==> config.mk <==
export PLATFORM = sky130hd
export DESIGN_NAME = keyboard_matrix_debounce_modifier
export DESIGN_NICKNAME = d
export VERILOG_FILES = /design/src/rtl/kmd_pkg.sv /design/src/rtl/kmd_ram.sv /design/src/rtl/kmd_regs.sv /design/src/rtl/kmd_update.sv /design/src/rtl/keyboard_matrix_debounce_modifier.sv
export SDC_FILE = /design/constraint.sdc
export NUM_CORES = 1
export LEC_CHECK = 0
export BUFFER_PORTS_ARGS = -buffer_cell sky130_fd_sc_hd__buf_4
export CORE_MARGIN = 10
export CORE_UTILIZATION = 40
export DETAILED_ROUTE_END_ITERATION = 6
export PLACE_DENSITY = 0.66
export SLEW_MARGIN = 20
export SYNTH_ARGS = -nofsm -noshare
export SYNTH_HDL_FRONTEND = slang
export SYNTH_SLANG_ARGS = --single-unit
export TNS_END_PERCENT = 50
==> constraint.sdc <==
create_clock -name clk_i -period 12 [get_ports clk_i]
set_input_delay 1.2 -clock clk_i [delete_from_list [all_inputs] [get_ports clk_i]]
set_output_delay 1.2 -clock clk_i [all_outputs]
set_load 0.02 [all_outputs]
==> src/rtl/kmd_pkg.sv <==
// ----------------------------------------------------------------------------
// kmd_pkg
// Types and constants shared by the keyboard matrix debounce and modifier
// block.
// ----------------------------------------------------------------------------
`default_nettype none

package kmd_pkg;

  localparam int unsigned CountWidth = 4;
  localparam int unsigned CodeWidth  = 8;
  localparam int unsigned DataWidth  = 32;
  localparam int unsigned AddrWidth  = 4;

  localparam logic [CountWidth-1:0] CountMax = 4'd15;

  typedef enum logic [1:0] {
    MODE_NORMAL = 2'd0,
    MODE_SHIFT  = 2'd1,
    MODE_CTRL   = 2'd2,
    MODE_THIRD  = 2'd3
  } mode_e;

  typedef enum logic [1:0] {
    REG_THRESHOLD = 2'd0,
    REG_SHIFT_KEY = 2'd1,
    REG_CTRL_KEY  = 2'd2,
    REG_THIRD_KEY = 2'd3
  } reg_index_e;

  typedef struct packed {
    logic [1:0]           column;
    logic [3:0]           row;
    logic                 raw_pressed;
    logic [CodeWidth-1:0] base_code;
    logic [CodeWidth-1:0] shift_map_code;
    logic [CodeWidth-1:0] ctrl_map_code;
    logic [CodeWidth-1:0] third_map_code;
  } in_t;

  typedef struct packed {
    logic                 key_valid;
    logic [CodeWidth-1:0] key_code;
    logic                 pressed_now;
    logic [1:0]           active_mode;
  } out_t;

  typedef struct packed {
    logic [CountWidth-1:0] agree_count;
    logic                  last_reading;
    logic                  debounced;
    logic                  reported;
  } entry_t;

  typedef struct packed {
    logic [CountWidth-1:0] debounce_threshold;
    logic [CodeWidth-1:0]  shift_key_code;
    logic [CodeWidth-1:0]  ctrl_key_code;
    logic [CodeWidth-1:0]  third_key_code;
  } cfg_t;

endpackage

`default_nettype wire

==> src/rtl/kmd_ram.sv <==
// ----------------------------------------------------------------------------
// kmd_ram
// Generic single write port, single read port RAM with a registered read.
// ----------------------------------------------------------------------------
`default_nettype none

module kmd_ram #(
  parameter int unsigned Width = 8,
  parameter int unsigned Depth = 64
) (
  input  wire logic                                  clk_i,
  input  wire logic                                  we_i,
  input  wire logic [(Depth > 1 ? $clog2(Depth) : 1)-1:0] waddr_i,
  input  wire logic [Width-1:0]                      wdata_i,
  input  wire logic                                  re_i,
  input  wire logic [(Depth > 1 ? $clog2(Depth) : 1)-1:0] raddr_i,
  output logic      [Width-1:0]                      rdata_o
);

  logic [Width-1:0] mem_q [Depth];
  logic [Width-1:0] rdata_q;

  always_ff @(posedge clk_i) begin
    if (we_i) begin
      mem_q[waddr_i] <= wdata_i;
    end
    if (re_i) begin
      rdata_q <= mem_q[raddr_i];
    end
  end

  assign rdata_o = rdata_q;

endmodule

`default_nettype wire

==> src/rtl/kmd_regs.sv <==
// ----------------------------------------------------------------------------
// kmd_regs
// APB-style configuration registers: debounce threshold and the three
// modifier key codes.
// ----------------------------------------------------------------------------
`default_nettype none

module kmd_regs (
  input  wire logic                           clk_i,
  input  wire logic                           rst_ni,
  input  wire logic                           psel,
  input  wire logic                           penable,
  input  wire logic                           pwrite,
  input  wire logic [kmd_pkg::AddrWidth-1:0]  paddr,
  input  wire logic [kmd_pkg::DataWidth-1:0]  pwdata,
  output logic      [kmd_pkg::DataWidth-1:0]  prdata,
  output logic                                pready,
  output kmd_pkg::cfg_t                       cfg_o
);

  kmd_pkg::cfg_t      cfg_q, cfg_d;
  kmd_pkg::reg_index_e index;
  logic               wr_en;

  assign index = kmd_pkg::reg_index_e'(paddr[3:2]);
  assign wr_en = psel && penable && pwrite;
  assign pready = 1'b1;

  always_comb begin
    cfg_d = cfg_q;
    if (wr_en) begin
      case (index)
        kmd_pkg::REG_THRESHOLD: cfg_d.debounce_threshold = pwdata[kmd_pkg::CountWidth-1:0];
        kmd_pkg::REG_SHIFT_KEY: cfg_d.shift_key_code = pwdata[kmd_pkg::CodeWidth-1:0];
        kmd_pkg::REG_CTRL_KEY:  cfg_d.ctrl_key_code = pwdata[kmd_pkg::CodeWidth-1:0];
        kmd_pkg::REG_THIRD_KEY: cfg_d.third_key_code = pwdata[kmd_pkg::CodeWidth-1:0];
        default: cfg_d = cfg_q;
      endcase
    end
  end

  always_comb begin
    case (index)
      kmd_pkg::REG_THRESHOLD: prdata = kmd_pkg::DataWidth'(cfg_q.debounce_threshold);
      kmd_pkg::REG_SHIFT_KEY: prdata = kmd_pkg::DataWidth'(cfg_q.shift_key_code);
      kmd_pkg::REG_CTRL_KEY:  prdata = kmd_pkg::DataWidth'(cfg_q.ctrl_key_code);
      kmd_pkg::REG_THIRD_KEY: prdata = kmd_pkg::DataWidth'(cfg_q.third_key_code);
      default:                prdata = '0;
    endcase
  end

  always_ff @(posedge clk_i or negedge rst_ni) begin
    if (!rst_ni) begin
      cfg_q.debounce_threshold <= 4'd3;
      cfg_q.shift_key_code     <= '0;
      cfg_q.ctrl_key_code      <= '0;
      cfg_q.third_key_code     <= '0;
    end else begin
      cfg_q <= cfg_d;
    end
  end

  assign cfg_o = cfg_q;

endmodule

`default_nettype wire

==> src/rtl/kmd_update.sv <==
// ----------------------------------------------------------------------------
// kmd_update
// Read-modify-write logic for one key entry: debounce counter, change
// detection, modifier mode selection and keymap code selection.
// ----------------------------------------------------------------------------
`default_nettype none

module kmd_update (
  input  wire kmd_pkg::entry_t entry_i,
  input  wire kmd_pkg::in_t    item_i,
  input  wire logic            in_range_i,
  input  wire kmd_pkg::cfg_t   cfg_i,
  input  wire kmd_pkg::mode_e  mode_i,
  output kmd_pkg::entry_t      entry_o,
  output kmd_pkg::mode_e       mode_o,
  output kmd_pkg::out_t        result_o
);

  logic [kmd_pkg::CountWidth-1:0] count_inc;
  logic [kmd_pkg::CodeWidth-1:0]  mapped;
  logic                           is_mod;

  assign is_mod = (item_i.base_code == cfg_i.shift_key_code) ||
                  (item_i.base_code == cfg_i.ctrl_key_code) ||
                  (item_i.base_code == cfg_i.third_key_code);

  assign count_inc = (entry_i.agree_count < kmd_pkg::CountMax) ?
                     entry_i.agree_count + 4'd1 : entry_i.agree_count;

  always_comb begin
    case (mode_i)
      kmd_pkg::MODE_SHIFT: mapped = item_i.shift_map_code;
      kmd_pkg::MODE_CTRL:  mapped = item_i.ctrl_map_code;
      kmd_pkg::MODE_THIRD: mapped = item_i.third_map_code;
      default:             mapped = item_i.base_code;
    endcase
  end

  always_comb begin
    entry_o = entry_i;
    mode_o = mode_i;
    result_o.key_valid = 1'b0;
    result_o.key_code = '0;
    result_o.pressed_now = 1'b0;

    if (in_range_i) begin
      if (item_i.raw_pressed == entry_i.last_reading) begin
        entry_o.agree_count = count_inc;
        if (count_inc >= cfg_i.debounce_threshold) begin
          entry_o.debounced = item_i.raw_pressed;
          entry_o.agree_count = cfg_i.debounce_threshold;
        end
      end else begin
        entry_o.agree_count = '0;
      end
      entry_o.last_reading = item_i.raw_pressed;

      if (entry_o.debounced != entry_i.reported) begin
        if (entry_o.debounced) begin
          if ((mode_i == kmd_pkg::MODE_NORMAL) && is_mod) begin
            if (item_i.base_code == cfg_i.shift_key_code) begin
              mode_o = kmd_pkg::MODE_SHIFT;
            end else if (item_i.base_code == cfg_i.ctrl_key_code) begin
              mode_o = kmd_pkg::MODE_CTRL;
            end else begin
              mode_o = kmd_pkg::MODE_THIRD;
            end
          end else if (mapped != '0) begin
            result_o.key_valid = 1'b1;
            result_o.key_code = mapped;
          end
        end else if (is_mod) begin
          mode_o = kmd_pkg::MODE_NORMAL;
        end
        entry_o.reported = entry_o.debounced;
      end
      result_o.pressed_now = entry_o.debounced;
    end

    result_o.active_mode = mode_o;
  end

endmodule

`default_nettype wire

==> src/rtl/keyboard_matrix_debounce_modifier.sv <==
// ----------------------------------------------------------------------------
// keyboard_matrix_debounce_modifier
// Per-key debounce and modifier-mode keymap selection over a key state RAM.
// A sample is registered in stage 1, then its result in the output register;
// one sample is taken every cycle while the output is not stalled.
// The key state RAM is read in the first stage and written back in the
// second, with forwarding of the last write-back.
// Reset initialises the configuration, the mode and one valid bit per key at
// once; there is no clearing pass, so samples are taken from the first cycle.
// ----------------------------------------------------------------------------
`default_nettype none

module keyboard_matrix_debounce_modifier #(
  parameter int unsigned COLUMNS = 4,
  parameter int unsigned ROWS    = 16
) (
  input  wire logic                           clk_i,
  input  wire logic                           rst_ni,
  input  wire logic                           in_valid_i,
  output logic                                in_stall_o,
  input  wire kmd_pkg::in_t                   in_data_i,
  output logic                                out_valid_o,
  input  wire logic                           out_stall_i,
  output kmd_pkg::out_t                       out_data_o,
  input  wire logic                           psel,
  input  wire logic                           penable,
  input  wire logic                           pwrite,
  input  wire logic [kmd_pkg::AddrWidth-1:0]  paddr,
  input  wire logic [kmd_pkg::DataWidth-1:0]  pwdata,
  output logic      [kmd_pkg::DataWidth-1:0]  prdata,
  output logic                                pready
);

  localparam int unsigned Depth = COLUMNS * ROWS;
  localparam int unsigned AW = (Depth > 1) ? $clog2(Depth) : 1;
  localparam int unsigned EW = $bits(kmd_pkg::entry_t);

  kmd_pkg::cfg_t   cfg;
  kmd_pkg::entry_t rd_entry, cur_entry, new_entry;
  kmd_pkg::out_t   result;
  kmd_pkg::mode_e  mode_q, mode_d;

  logic [EW-1:0] rdata;
  logic [AW-1:0] in_addr;
  logic          in_range;
  logic          in_accept;
  logic          s1_adv;
  logic          s1_write;

  logic          s1_valid_q, s1_valid_d;
  kmd_pkg::in_t  s1_data_q;
  logic [AW-1:0] s1_addr_q;
  logic          s1_range_q;

  logic            wb_valid_q, wb_valid_d;
  logic [AW-1:0]   wb_addr_q;
  kmd_pkg::entry_t wb_entry_q;

  logic [Depth-1:0] entry_valid_q, entry_valid_d;

  logic          out_valid_q, out_valid_d;
  kmd_pkg::out_t out_data_q;

  kmd_regs u_regs (
    .clk_i   (clk_i),
    .rst_ni  (rst_ni),
    .psel    (psel),
    .penable (penable),
    .pwrite  (pwrite),
    .paddr   (paddr),
    .pwdata  (pwdata),
    .prdata  (prdata),
    .pready  (pready),
    .cfg_o   (cfg)
  );

  assign in_range = (32'(in_data_i.column) < COLUMNS) && (32'(in_data_i.row) < ROWS);
  assign in_addr = AW'(32'(in_data_i.column) * ROWS + 32'(in_data_i.row));

  assign s1_adv = !out_valid_q || !out_stall_i;
  assign in_stall_o = s1_valid_q && !s1_adv;
  assign in_accept = in_valid_i && !in_stall_o;
  assign s1_write = s1_valid_q && s1_adv && s1_range_q;

  kmd_ram #(
    .Width (EW),
    .Depth (Depth)
  ) u_state_ram (
    .clk_i   (clk_i),
    .we_i    (s1_write),
    .waddr_i (s1_addr_q),
    .wdata_i (new_entry),
    .re_i    (in_accept),
    .raddr_i (in_addr),
    .rdata_o (rdata)
  );

  assign rd_entry = kmd_pkg::entry_t'(rdata);

  always_comb begin
    if (wb_valid_q && (wb_addr_q == s1_addr_q)) begin
      cur_entry = wb_entry_q;
    end else if (entry_valid_q[s1_addr_q]) begin
      cur_entry = rd_entry;
    end else begin
      cur_entry = '0;
    end
  end

  kmd_update u_update (
    .entry_i    (cur_entry),
    .item_i     (s1_data_q),
    .in_range_i (s1_range_q),
    .cfg_i      (cfg),
    .mode_i     (mode_q),
    .entry_o    (new_entry),
    .mode_o     (mode_d),
    .result_o   (result)
  );

  always_comb begin
    s1_valid_d = s1_valid_q;
    if (in_accept) begin
      s1_valid_d = 1'b1;
    end else if (s1_adv) begin
      s1_valid_d = 1'b0;
    end

    wb_valid_d = wb_valid_q || s1_write;

    entry_valid_d = entry_valid_q;
    if (s1_write) begin
      entry_valid_d[s1_addr_q] = 1'b1;
    end

    out_valid_d = out_valid_q;
    if (s1_valid_q && s1_adv) begin
      out_valid_d = 1'b1;
    end else if (!out_stall_i) begin
      out_valid_d = 1'b0;
    end
  end

  always_ff @(posedge clk_i or negedge rst_ni) begin
    if (!rst_ni) begin
      s1_valid_q    <= 1'b0;
      wb_valid_q    <= 1'b0;
      entry_valid_q <= '0;
      out_valid_q   <= 1'b0;
      mode_q        <= kmd_pkg::MODE_NORMAL;
    end else begin
      s1_valid_q    <= s1_valid_d;
      wb_valid_q    <= wb_valid_d;
      entry_valid_q <= entry_valid_d;
      out_valid_q   <= out_valid_d;
      if (s1_valid_q && s1_adv) begin
        mode_q <= mode_d;
      end
    end
  end

  always_ff @(posedge clk_i) begin
    if (in_accept) begin
      s1_data_q  <= in_data_i;
      s1_addr_q  <= in_addr;
      s1_range_q <= in_range;
    end
    if (s1_write) begin
      wb_addr_q  <= s1_addr_q;
      wb_entry_q <= new_entry;
    end
    if (s1_valid_q && s1_adv) begin
      out_data_q <= result;
    end
  end

  assign out_valid_o = out_valid_q;
  assign out_data_o = out_data_q;

endmodule

`default_nettype wire
Word level (Yosys, flattened, before mapping)
Memory sizes are Yosys's and may differ from the RTL's. A register that Yosys moved wholly into a read port is not among the register bits.
Index checks and enable logic that the tools add are counted.
Storage, ports and cells
  memories kept: 1
  input bits: 82
  register bits: 160
  memory bits (writable): 448
  output and inout bits: 47
  word-level logic and storage cells: 100
Memories
  u_state_ram.mem_q: depth 64, bits a word 7, read ports 1, clocked after memory_dff 1, write ports 1, RTL line kmd_ram.sv:20  | logic [Width-1:0] mem_q [Depth];
Cells by class
  mux-type cells: 27
  reductions and logical operators: 26
  eq/ne operators: 13
  bitwise logic cells: 4
  $add $sub $neg: 2
  order comparisons: 4
Operators with widths (count)
  32-bit one-hot mux with 4 select lines: 1
  64-bit OR: 1
  8-bit equality test: 3
  8-bit one-hot mux with 3 select lines: 1
  7-bit 2-to-1 mux: 2
  1-bit 2-to-1 mux: 12
  4-bit 2-to-1 mux: 3
  2-bit 2-to-1 mux: 5
  9-bit 2-to-1 mux: 1
  2-bit equality test, second input constant: 4
  1-bit logical AND: 8
  2-bit AND reduction: 4
  8-bit nonzero test: 1
  6-bit by 7-bit < comparator with 1-bit output, second input constant: 1
  6-bit by 4-bit adder with 6-bit output: 1
  1-bit binary-select mux with 6-bit select: 1
  1-bit demux with 6-bit select: 1
  6-bit equality test: 1
  6-bit by 1-bit >= comparator with 1-bit output, second input constant: 1
  4-bit by 1-bit adder with 4-bit output, second input constant: 1
  2-bit by 1-bit equality test with 1-bit output, second input constant: 2
  4-bit >= comparator: 1
  1-bit logical NOT: 4
  2-bit logical NOT: 2
  other kinds (9): 14

Longest topological paths before layout
Gate-level depths: netlist (run 1).
  depth in word-level cells: 12
  mapped depth: 30
  gate-level depth less buffers: 26

By module
Synthesis (run 1) repeated with hierarchy kept, for this count alone.
Unflattened totals
  cells, all modules: 1412
  area total of the unflattened synthesis: 25592.0 µm²
By module, submodules not included
  kmd_ram: area an instance 17705.7 µm², seq. area each 13663.1 µm², cells an instance 827, times used 1
  keyboard_matrix_debounce_modifier: area an instance 5292.6 µm², seq. area each 3648.5 µm², cells an instance 357, times used 1
  kmd_regs: area an instance 1544.0 µm², seq. area each 703.2 µm², cells an instance 104, times used 1
  kmd_update: area an instance 1049.8 µm², seq. area each 0.0 µm², cells an instance 124, times used 1

Worst setup path before layout (run 1)
No wires, ideal clock.
  path type: register -> register
  from: register s1_addr_q[3]
  to: memory u_state_ram.mem_q[0][6] (netlist name) (data pin)
  cell stages (with the launch flop): 19
  arrival time: 7.630 ns
  setup slack: 3.455 ns
  period minus slack after synthesis: 8.545 ns
  cell sequence: edfxtp_1 clkbuf_1 or3b_2 clkbuf_1 o22ai_1 nor3_1 o31ai_1 ha_1 nand2_1 nor3b_1 o21ai_0 and3_1 xnor2_1 ha_1 nand2b_1 a21o_1 a21o_1 a21o_1 o41ai_1
RTL lines
  start, declared: RTL line keyboard_matrix_debounce_modifier.sv:52  | logic [AW-1:0] s1_addr_q;
  start signal, assigned: RTL line keyboard_matrix_debounce_modifier.sv:165  | s1_addr_q <= in_addr;
  end, declared: RTL line kmd_ram.sv:20

Worst setup path after layout (run 1)
  from: register s1_addr_q[1]
  to: register out_data_q (netlist bit out_data_o[1]) (data pin)
On the way
  longest elaborated chain between the ends: 11
  elaborated cells between the ends (all ways): 16
  those cells by class: add/sub (1); order compare (2); eq/ne (3); mux (9); reduce/logical (1)
Ends and longest elaborated chain
  1-bit binary-select mux with 6-bit select: RTL line keyboard_matrix_debounce_modifier.sv:103  | end else if (entry_valid_q[s1_addr_q]) begin
  1-bit 2-to-1 mux (not written as such): RTL line keyboard_matrix_debounce_modifier.sv:103
  7-bit 2-to-1 mux: RTL line keyboard_matrix_debounce_modifier.sv:103
  7-bit 2-to-1 mux *: RTL line keyboard_matrix_debounce_modifier.sv:101  | if (wb_valid_q && (wb_addr_q == s1_addr_q)) begin
  4-bit by 1-bit adder with 4-bit output / 4-bit < comparator (equally long branches): RTL line kmd_update.sv:28, kmd_update.sv:27
  4-bit 2-to-1 mux: RTL line kmd_update.sv:27  | assign count_inc = (entry_i.agree_count < kmd_pkg::CountMax) ?
  4-bit >= comparator: RTL line kmd_update.sv:49  | if (count_inc >= cfg_i.debounce_threshold) begin
  1-bit 2-to-1 mux: RTL line kmd_update.sv:49
  1-bit 2-to-1 mux: RTL line kmd_update.sv:47  | if (item_i.raw_pressed == entry_i.last_reading) begin
  2-bit 2-to-1 mux / 1-bit != test (equally long branches): RTL line kmd_update.sv:59, kmd_update.sv:58
  2-bit 2-to-1 mux *: RTL line kmd_update.sv:58  | if (entry_o.debounced != entry_i.reported) begin
  net mode_d[1]: RTL line keyboard_matrix_debounce_modifier.sv:41  | kmd_pkg::mode_e mode_q, mode_d;
  end signal, assigned: RTL line keyboard_matrix_debounce_modifier.sv:173  | out_data_q <= result;
  end, declared: RTL line keyboard_matrix_debounce_modifier.sv:62  | kmd_pkg::out_t out_data_q;
The timed path passes the listed nets; every way through them passes the cells marked *. The select of a mux whose other input is x is not followed.
A chain may end at the register's enable or synchronous reset.

==> metrics.md, run 1 <==
| Metric | Value |
|---|---|
| Length of the first detailed-routing pass in iterations | 6 |
| Cell leakage power | a little under 9 nW |
| Std cell rows | 86 |
| Dpl cells | approximately 2000 |
| Most numerous cell in the Yosys netlist | sky130_fd_sc_hd__edfxtp_1 |
| Commonest register cell after synthesis | sky130_fd_sc_hd__edfxtp_1 |
| Final hold vios | 0 |
| IR Drop Worst-Case VDD | approximately 0.00013 V |
| TritonCTS buffer count | 53 |
| Normalized max-slew margin | between 30% and 40% |
| Number of nets with antenna violations after routing | 0 |
| Number of cells produced by synthesis | 1193 |
| Filler cell count in the final layout | 4646 |
| Starting utilization of the core area | about two fifths |
| Final-layout setup total negative slack | 0 ns |
| TritonCTS Sinks | roughly 550 |
| Slowest cell delay on critical path | between 0.9 and 1 ns |
| Clk root buf | sky130_fd_sc_hd__clkbuf_16 |
| Via count of the first global-routing pass | 11800 |
| Clock Skew | about 0.022 ns |
| Cell area after synthesis | ~0.022 sq mm |
| Grt total ovfl | 0 |
| Height of the chip | approximately 260 um |
| Average cell area after synthesis | approximately 19 sq um |
| Number of resized instances in the post-cts repair step | 0 |
| Worst reg2reg setup slack | between 3 and 4 ns |
| Worst-path maximum fanout | 66 |
| Number of buffers inserted to repair setup after CTS | 0 |
| Wirelength per Cell | between 20 and 25 um |
| Post-route design area | 0.0255 sq mm |
| Final-stage net count | 1369 |
| Width of the die | approximately 260 um |
| Cell taking the most area after synthesis | sky130_fd_sc_hd__edfxtp_1 |
| Class of the worst hold path | reg2reg |
| Power per cell area | roughly 180 mW/mm^2 |
| Antenna violations before repair | 1 |
| Global-route wire length before repair | approximately 74 mm |
| Routed via count | between 10000 and 15000 |
| Floorplan core area | approximately 0.055 sq mm |
| Min Clock Period, post-route | 8.88 ns |
| DRC violations left | 0 |
| Top cells by count, synth | 452 x sky130_fd_sc_hd__edfxtp_1, 140 x sky130_fd_sc_hd__mux4_2, 95 x sky130_fd_sc_hd__dfrtp_1, 77 x sky130_fd_sc_hd__nor2_1, 63 x sky130_fd_sc_hd__or2_2 |
| Outcome | complete, no violations |
| Uppermost layer routed | met5 |
| Dominant cell type by count on the critical path | sky130_fd_sc_hd__ha_1 |
| Worst path buffer plus inverter count | 1 |
| Multi-input combinational cell area | 0.00608 sq mm |
| Simple-gate share of the synthesized area | approximately 6% |
| Post-Route M1 WL | about 21 mm |
| FMAX | about 110 MHz |
| H-tree lvl count | 2 |
| Vias/cell | roughly 5.4 |
| Max Slew Vio Count | 0 |
| Dominant cells by area after synthesis | sky130_fd_sc_hd__edfxtp_1 60%, sky130_fd_sc_hd__mux4_2 14%, sky130_fd_sc_hd__dfrtp_1 11%, sky130_fd_sc_hd__or2_2 1.8%, sky130_fd_sc_hd__mux2_2 1.7% |
| Arrival time at the worst endpoint | ~9.3 ns |
| Max-cap violation count | 0 |
| Number of flops mapped to enable cells by yosys | roughly 450 |
| Final wirelength | 48.6 mm |
| Detailed route wirelength on metal2 | between 20 and 25 mm |
| Area grow syn2layout | 13.8% |
| Cell family contributing the most delay on the critical path | compound AO/OA/AOI/OAI gates |
| Startpoint-to-endpoint class of the critical path | reg2reg |
| Cell Count, Final, Fillers Out | a little over 2000 |
| Clock latency on the worst-skew pair | 0.61 ns |
| Share of layout cells above drive strength 1 | 32.2% |
| CP max-delay cell | sky130_fd_sc_hd__edfxtp_1 |
| Clk slew on worst S/H paths | 0.06 ns |
| Ports placed on the boundary | approximately 130 |
| Cts hold-fix bufs | 0 |
| Count of port buffers added during placement | a little under 80 |
| Largest net degree at the start of global routing | 73 |
| DRT iter0 DRCs | between 900 and 1000 |
| Complex-gate fraction of the synthesized area | roughly 2.4% |
| Series of cell instances along the critical path | nor2b_1 -> a221oi_1 -> o22a_1 -> o22ai_1 -> nor3_1 -> o31ai_1 -> ha_1 -> nand2_1 -> nor3b_1 -> o21ai_0 -> and3_1 -> xnor2_1 -> ha_1 -> nand2b_1 -> a21o_1 -> a21o_1 -> a21oi_1 -> o31ai_4 -> o32ai_2 -> inv_2 -> ha_1 -> a2111oi_0 -> nor2_1 -> a21oi_1 |
| Die Area | roughly 0.066 sq mm |
| Dominant combinational cell family by area after synthesis | multiplexers |
| Sequential fraction of the synthesis area | between 70 and 80% |
| Async SR Flop Fraction | 17.7% |
| Final GP Congestion | between 0.8 and 0.9 |
| Unique masters post-synth | 66 |
| Clock tree from TritonCTS | yes |
| Share of synthesized cell area in full adder, half adder and majority cells | 0.335% |
| Share of Yosys cell area claimed by the top area cell type | around three fifths |
| Tightest Pin Transition | around 1.0 ns |
| DP Worst Slack | between 3 and 4 ns |
| CP Capture Type | flip-flop |
| Multiplexer area fraction after synthesis | ~16% |
| # diodes | 0 |
| HPWL Detailed | a little over 30 mm |
| GRT Resource Usage Total | around 15% |
| XOR/XNOR share of the synthesized area | under 10% |
| Fin worst setup slack | around 3.1 ns |
| Buffers from clock root to sink, at most | 3 |
| Critical Path RT | ~12 ns |
| Critical path launch point type | flip-flop |
| Unrepaired setup endpoints after global routing | no |
| # setup viols final | 0 |
| Post-synthesis register bit count | 549 |
| Cell Area, Placed | about 0.024 sq mm |
| Sequential cell area | about 0.016 sq mm |
| Tcrit/Tclk final | between 70% and 80% |
| Synthesis warning total | 0 |
| Met3 Wirelength | 2.93 mm |
-- flip-flops by register name, summed over array words and instances, names as in the netlist --
signal               cells
u_state_ram.rdata_o      6
wb_entry_q               6
mode_q                   2
out_valid_o              1
u_state_ram.mem_q      384
s1_data_q               33
out_data_o              11
s1_addr_q                6
u_regs.cfg_o            28
wb_addr_q                6
wb_valid_q               1
entry_valid_q           64
s1_valid_q               1
-- worst paths after layout --
check	startpoint	endpoint	depth (start not counted)
hold / removal	entry_valid_q[11]$_DFFE_PN0P_	entry_valid_q[11]$_DFFE_PN0P_	1
min in group asynchronous	rst_ni	u_regs.cfg_o[21]$_DFFE_PN0P_	1
setup / recovery	s1_addr_q[1]$_DFFE_PP_	out_data_o[1]$_DFFE_PP_	24
setup reg to reg	s1_addr_q[1]$_DFFE_PP_	out_data_o[1]$_DFFE_PP_	24
hold reg to reg	entry_valid_q[11]$_DFFE_PN0P_	entry_valid_q[11]$_DFFE_PN0P_	1
max in group asynchronous	rst_ni	entry_valid_q[46]$_DFFE_PN0P_	2
-- cell usage in the layout (no fill, tap or decap), types with 12 or more instances in the layout --
master	synthesis	layout
sky130_fd_sc_hd__clkbuf_16	0	54
sky130_fd_sc_hd__or2_2	63	63
sky130_fd_sc_hd__mux2_2	33	33
sky130_fd_sc_hd__conb_1	2	25
sky130_fd_sc_hd__mux4_2	140	140
sky130_fd_sc_hd__edfxtp_1	452	452
sky130_fd_sc_hd__nand2_1	34	34
sky130_fd_sc_hd__xor2_1	16	16
sky130_fd_sc_hd__dfrtp_1	95	95
sky130_fd_sc_hd__buf_4	26	87
sky130_fd_sc_hd__clkbuf_1	31	12
sky130_fd_sc_hd__nor2_1	77	77
sky130_fd_sc_hd__o21ai_0	13	13
sky130_fd_sc_hd__nand3_1	16	16
sky130_fd_sc_hd__xnor2_1	15	15
-- cells by family (layout without fill, tap and decap cells) --
kind of cell / Yosys count / in the layout
flops: 549 / 549
compound gates: 73 / 73
simple gates: 257 / 257
mux: 186 / 186
buf+inv: 89 / 199
fa+ha+maj: 6 / 6
xor+xnor: 31 / 31
other cells: 2 / 25
-- worst register-to-register path: cells and delay by family, from the launching register on --
family / cells / cell delay (ns)
AOI/OAI and AO/OA: 12 / 3.82
and+or+nand+nor: 7 / 1.66
adders and majority gates: 3 / 1.27
DFF: 1 / 0.95
buffers and inverters: 1 / 0.66
xor gates and xnor gates: 1 / 0.30
-- per-layer routing --
| metal | vias up | global-route usage, % |
|---|---|---|
| met1 | 5881 | 20.1 |
| li1 | 4881 | - |
| met5 | - | 0 |
| met4 | 2 | 3.73 |
| met3 | 64 | 3.07 |
| met2 | 371 | 23.1 |
-- power by group --
part	switching [mW]	internal, mW
clock network	0.711	0.985
registers	0.0767	2.25
logic	0.299	0.220
-- per-stage QoR --
stage / util [%] / hold WS [ns] / power (mW)
CTS: 46.1 / 0.459 / 4.58
detailed placement: 42.9 / 0.445 / 2.89
global placement: 42.9 / 0.441 / 2.86
floorplan: - / 0.421 / 2.70
finish: 46.1 / 0.465 / 4.54
global route: 46.1 / 0.478 / 4.72
-- cell type report --
| cell class | instances | area share [%] |
|---|---|---|
| multi-input combinational | 578 | 23.8 |
| timing repair buffer | 89 | 2.66 |
| clock buffer | 77 | 6.06 |
| inverter | 10 | 0.147 |
| sequential | 549 | 62.7 |
| clock inverter | 23 | 0.951 |
| tap | 748 | 3.67 |
(Power assumes the default switching activity.)
==> inputs of run 2 (changes only) <==
- clock period: 12 -> 9.05 ns (I/O delays scaled with it)
==> metrics.md, run 2 (synthesis gave the netlist of run 1 again) <==
| Metric | Value |
|---|---|
| Critical path launch point type | flip-flop |
| Worst r2r path cells | 25 (+4.2%) |
| Min Clock Period, post-route | 7.94 ns (-0.931 ns) |
| Ports placed on the boundary | 129 (unchanged) |
| Startpoint of the worst register-to-register path | s1_addr_q[1]$_DFFE_PP_ |
| Startpoint-to-endpoint class of the critical path | reg2reg |
| Dpl cells | 1974 (unchanged) |
| Number of buffers inserted to repair setup after CTS | 0 (unchanged) |
| Length of the first detailed-routing pass in iterations | 6 (unchanged) |
| FMAX | 126 MHz (+12%) |
| Final hold vios | 0 (unchanged) |
| Fin worst setup slack | 1.11 ns (-2.02 ns) |
| Antenna violations before repair | 0 (-1) |
| Area grow syn2layout | 13.7% (about the same) |
| Worst reg2reg setup slack | 1.11 ns (-2.02 ns) |
| Class of the worst hold path | in2async |
| Count of port buffers added during placement | 77 (unchanged) |
| Normalized max-slew margin | 42.3% (+12 points) |
| Cell leakage power | 8.93 nW (about the same) |
| GRT Resource Usage Total | 14.5% (about the same) |
| Overall Power | 6.00 mW (+32%) |
| Max Slew Vio Count | 0 (unchanged) |
| Outcome | complete, no violations |
| Largest registers | u_state_ram.mem_q x384, entry_valid_q x64, s1_data_q x33 |
| Final GP Congestion | 0.834 (-0.57%) |
| Std cell rows | 86 (unchanged) |
| Height of the chip | 257 um (unchanged) |
| DP Worst Slack | 1.24 ns (-2.14 ns) |
| Clock latency on the worst-skew pair | 0.60 ns (about the same) |
| Number of nets with antenna violations after routing | 0 (unchanged) |
| HPWL Detailed | 30.8 mm (-0.99%) |
| Width of the die | 257 um (unchanged) |
| Final-stage net count | 1371 (+0.15%) |
| CP Capture Type | flip-flop |
| Floorplan core area | 0.0553 sq mm (unchanged) |
| Largest net degree at the start of global routing | 78 (+6.8%) |
| Clock Skew | 0.0174 ns (-0.00493 ns) |
| Cts hold-fix bufs | 0 (unchanged) |
| Power per cell area | 235 mW/mm^2 (+32%) |
| Global-route wire length before repair | 73.8 mm (-0.84%) |
| Dominant cell type by count on the critical path | sky130_fd_sc_hd__ha_1 |
| Tightest Pin Transition | 0.865 ns (-0.179 ns) |
| Reg-to-Reg End | mode_q[1]$_DFFE_PN0P_ |
| Buffers from clock root to sink, at most | 3 (unchanged) |
| Cell Count, Final, Fillers Out | 2073 (-0.048%) |
| Final wirelength | 48.3 mm (-0.62%) |
| Clk root buf | sky130_fd_sc_hd__clkbuf_16 |
| Slowest cell delay on critical path | 0.69 ns (-0.26 ns) |
| Vias/cell | 5.41 (+0.15%) |
| Final-layout setup total negative slack | 0 ns (unchanged) |
| DRT iter0 DRCs | 893 (-1.3%) |
| Number of resized instances in the post-cts repair step | 0 (unchanged) |
| # setup viols final | 0 (unchanged) |
| Post-route core utilization | 46.1% (about the same) |
| Largest register by flop count | u_state_ram.mem_q |
| Most frequent cells in the layout | 452 x sky130_fd_sc_hd__edfxtp_1, 140 x sky130_fd_sc_hd__mux4_2, 95 x sky130_fd_sc_hd__dfrtp_1 |
| Final worst hold slack | 0.186 ns (-0.279 ns) |
| Unrepaired setup endpoints after global routing | no |
| Wirelength per Cell | 23.3 um (-0.57%) |
| CP max-delay cell | sky130_fd_sc_hd__a21oi_1 |
| TritonCTS buffer count | 53 (unchanged) |
| Arrival time at the worst endpoint | 8.45 ns (-0.86 ns) |
| DRC violations left | 0 (unchanged) |
| Clock tree from TritonCTS | yes |
| H-tree lvl count | 2 (unchanged) |
| Routed via count | 11200 (+0.098%) |
| Worst-path maximum fanout | 14 (-79%) |
| Clk slew on worst S/H paths | 0.07 ns (about the same) |
| Critical Path RT | 9.56 ns (-2.88 ns) |
| Starting utilization of the core area | 40.6% (unchanged) |
| Die Area | 0.0660 sq mm (unchanged) |
| Grt total ovfl | 0 (unchanged) |
| Max-cap violation count | 0 (unchanged) |
| Tcrit/Tclk final | 87.8% (+14 points) |
| Share of layout cells above drive strength 1 | 32.0% (-0.18 points) |
| Commonest non-fill, non-tap cell in the layout | sky130_fd_sc_hd__edfxtp_1 |
| Via count of the first global-routing pass | 11600 (-1.6%) |
| Cell Area, Placed | 0.0237 sq mm (about the same) |
| TritonCTS Sinks | 549 (unchanged) |
| Number of flip-flops under the largest register name | 384 (unchanged) |
| Post-route design area | 0.0255 sq mm (about the same) |
| IR Drop Worst-Case VDD | 0.000151 V (+13%) |
run 2: changes by cell type in the layout (fill, tap and decap cells not counted), moves of 3 or more:
| cell | previous run | this run |
|---|---|---|
| sky130_fd_sc_hd__clkbuf_8 | 11 | 0 |
| sky130_fd_sc_hd__bufinv_16 | 4 | 8 |
| sky130_fd_sc_hd__clkinv_1 | 7 | 10 |
| sky130_fd_sc_hd__clkinv_2 | 7 | 12 |
run 2: worst max-delay path, delay by kind of cell (launching register included):
kind,cells,cell delay [ns]
AO/OA/AOI/OAI,13,3.97
XOR/XNOR,1,0.29
adder cells (fa/ha/maj),3,1.08
buffers and inverters,2,0.37
flip-flops,1,0.58
AND/OR/NAND/NOR,6,1.57
run 2: routing by layer:
metal / up-vias / track usage [%] / part of all wire, %
li1: 4882 / - / -
met1: 5906 / 20.2 / 44
met2: 351 / 22.8 / 47
met3: 71 / 3.28 / 6.6
met4: 0 / 3.66 / 1.7
met5: - / 0 / 0
run 2: worst max-delay path by stage:
stage                                        end  slack (ns)  depth (start not counted)                    from
6_report                   mode_q[1]$_DFFE_PN0P_        1.11                         25  s1_addr_q[1]$_DFFE_PP_
5_1_grt                    mode_q[1]$_DFFE_PN0P_        0.50                         25  s1_addr_q[1]$_DFFE_PP_
4_1_cts                    mode_q[1]$_DFFE_PN0P_        1.17                         25  s1_addr_q[1]$_DFFE_PP_
3_5_place_dp               mode_q[1]$_DFFE_PN0P_        1.24                         25  s1_addr_q[1]$_DFFE_PP_
3_3_place_gp               mode_q[1]$_DFFE_PN0P_        1.42                         25  s1_addr_q[1]$_DFFE_PP_
2_1_floorplan  u_state_ram.mem_q[0][6]$_DFFE_PP_        0.50                         18  s1_addr_q[3]$_DFFE_PP_
run 2: where the power goes:
part	leakage, nW	switching (mW)	total [mW]	internal [mW]
logic	2.69	0.398	0.692	0.295
registers	5.38	0.0998	3.08	2.98
clock network	0.851	0.925	2.23	1.30
total	8.93	1.42	6.00	4.58
run 2: cell type report:
cell class | count | area, sq um
fillers | 4667 | 29800
multi-input cells | 578 | 6080
flip-flops and latches | 549 | 16000
inverters | 10 | 37.5
clock buffers | 64 | 1370
well taps | 748 | 936
diodes | 1 | 2.50
repair buffers | 91 | 719
clock inverters | 32 | 355
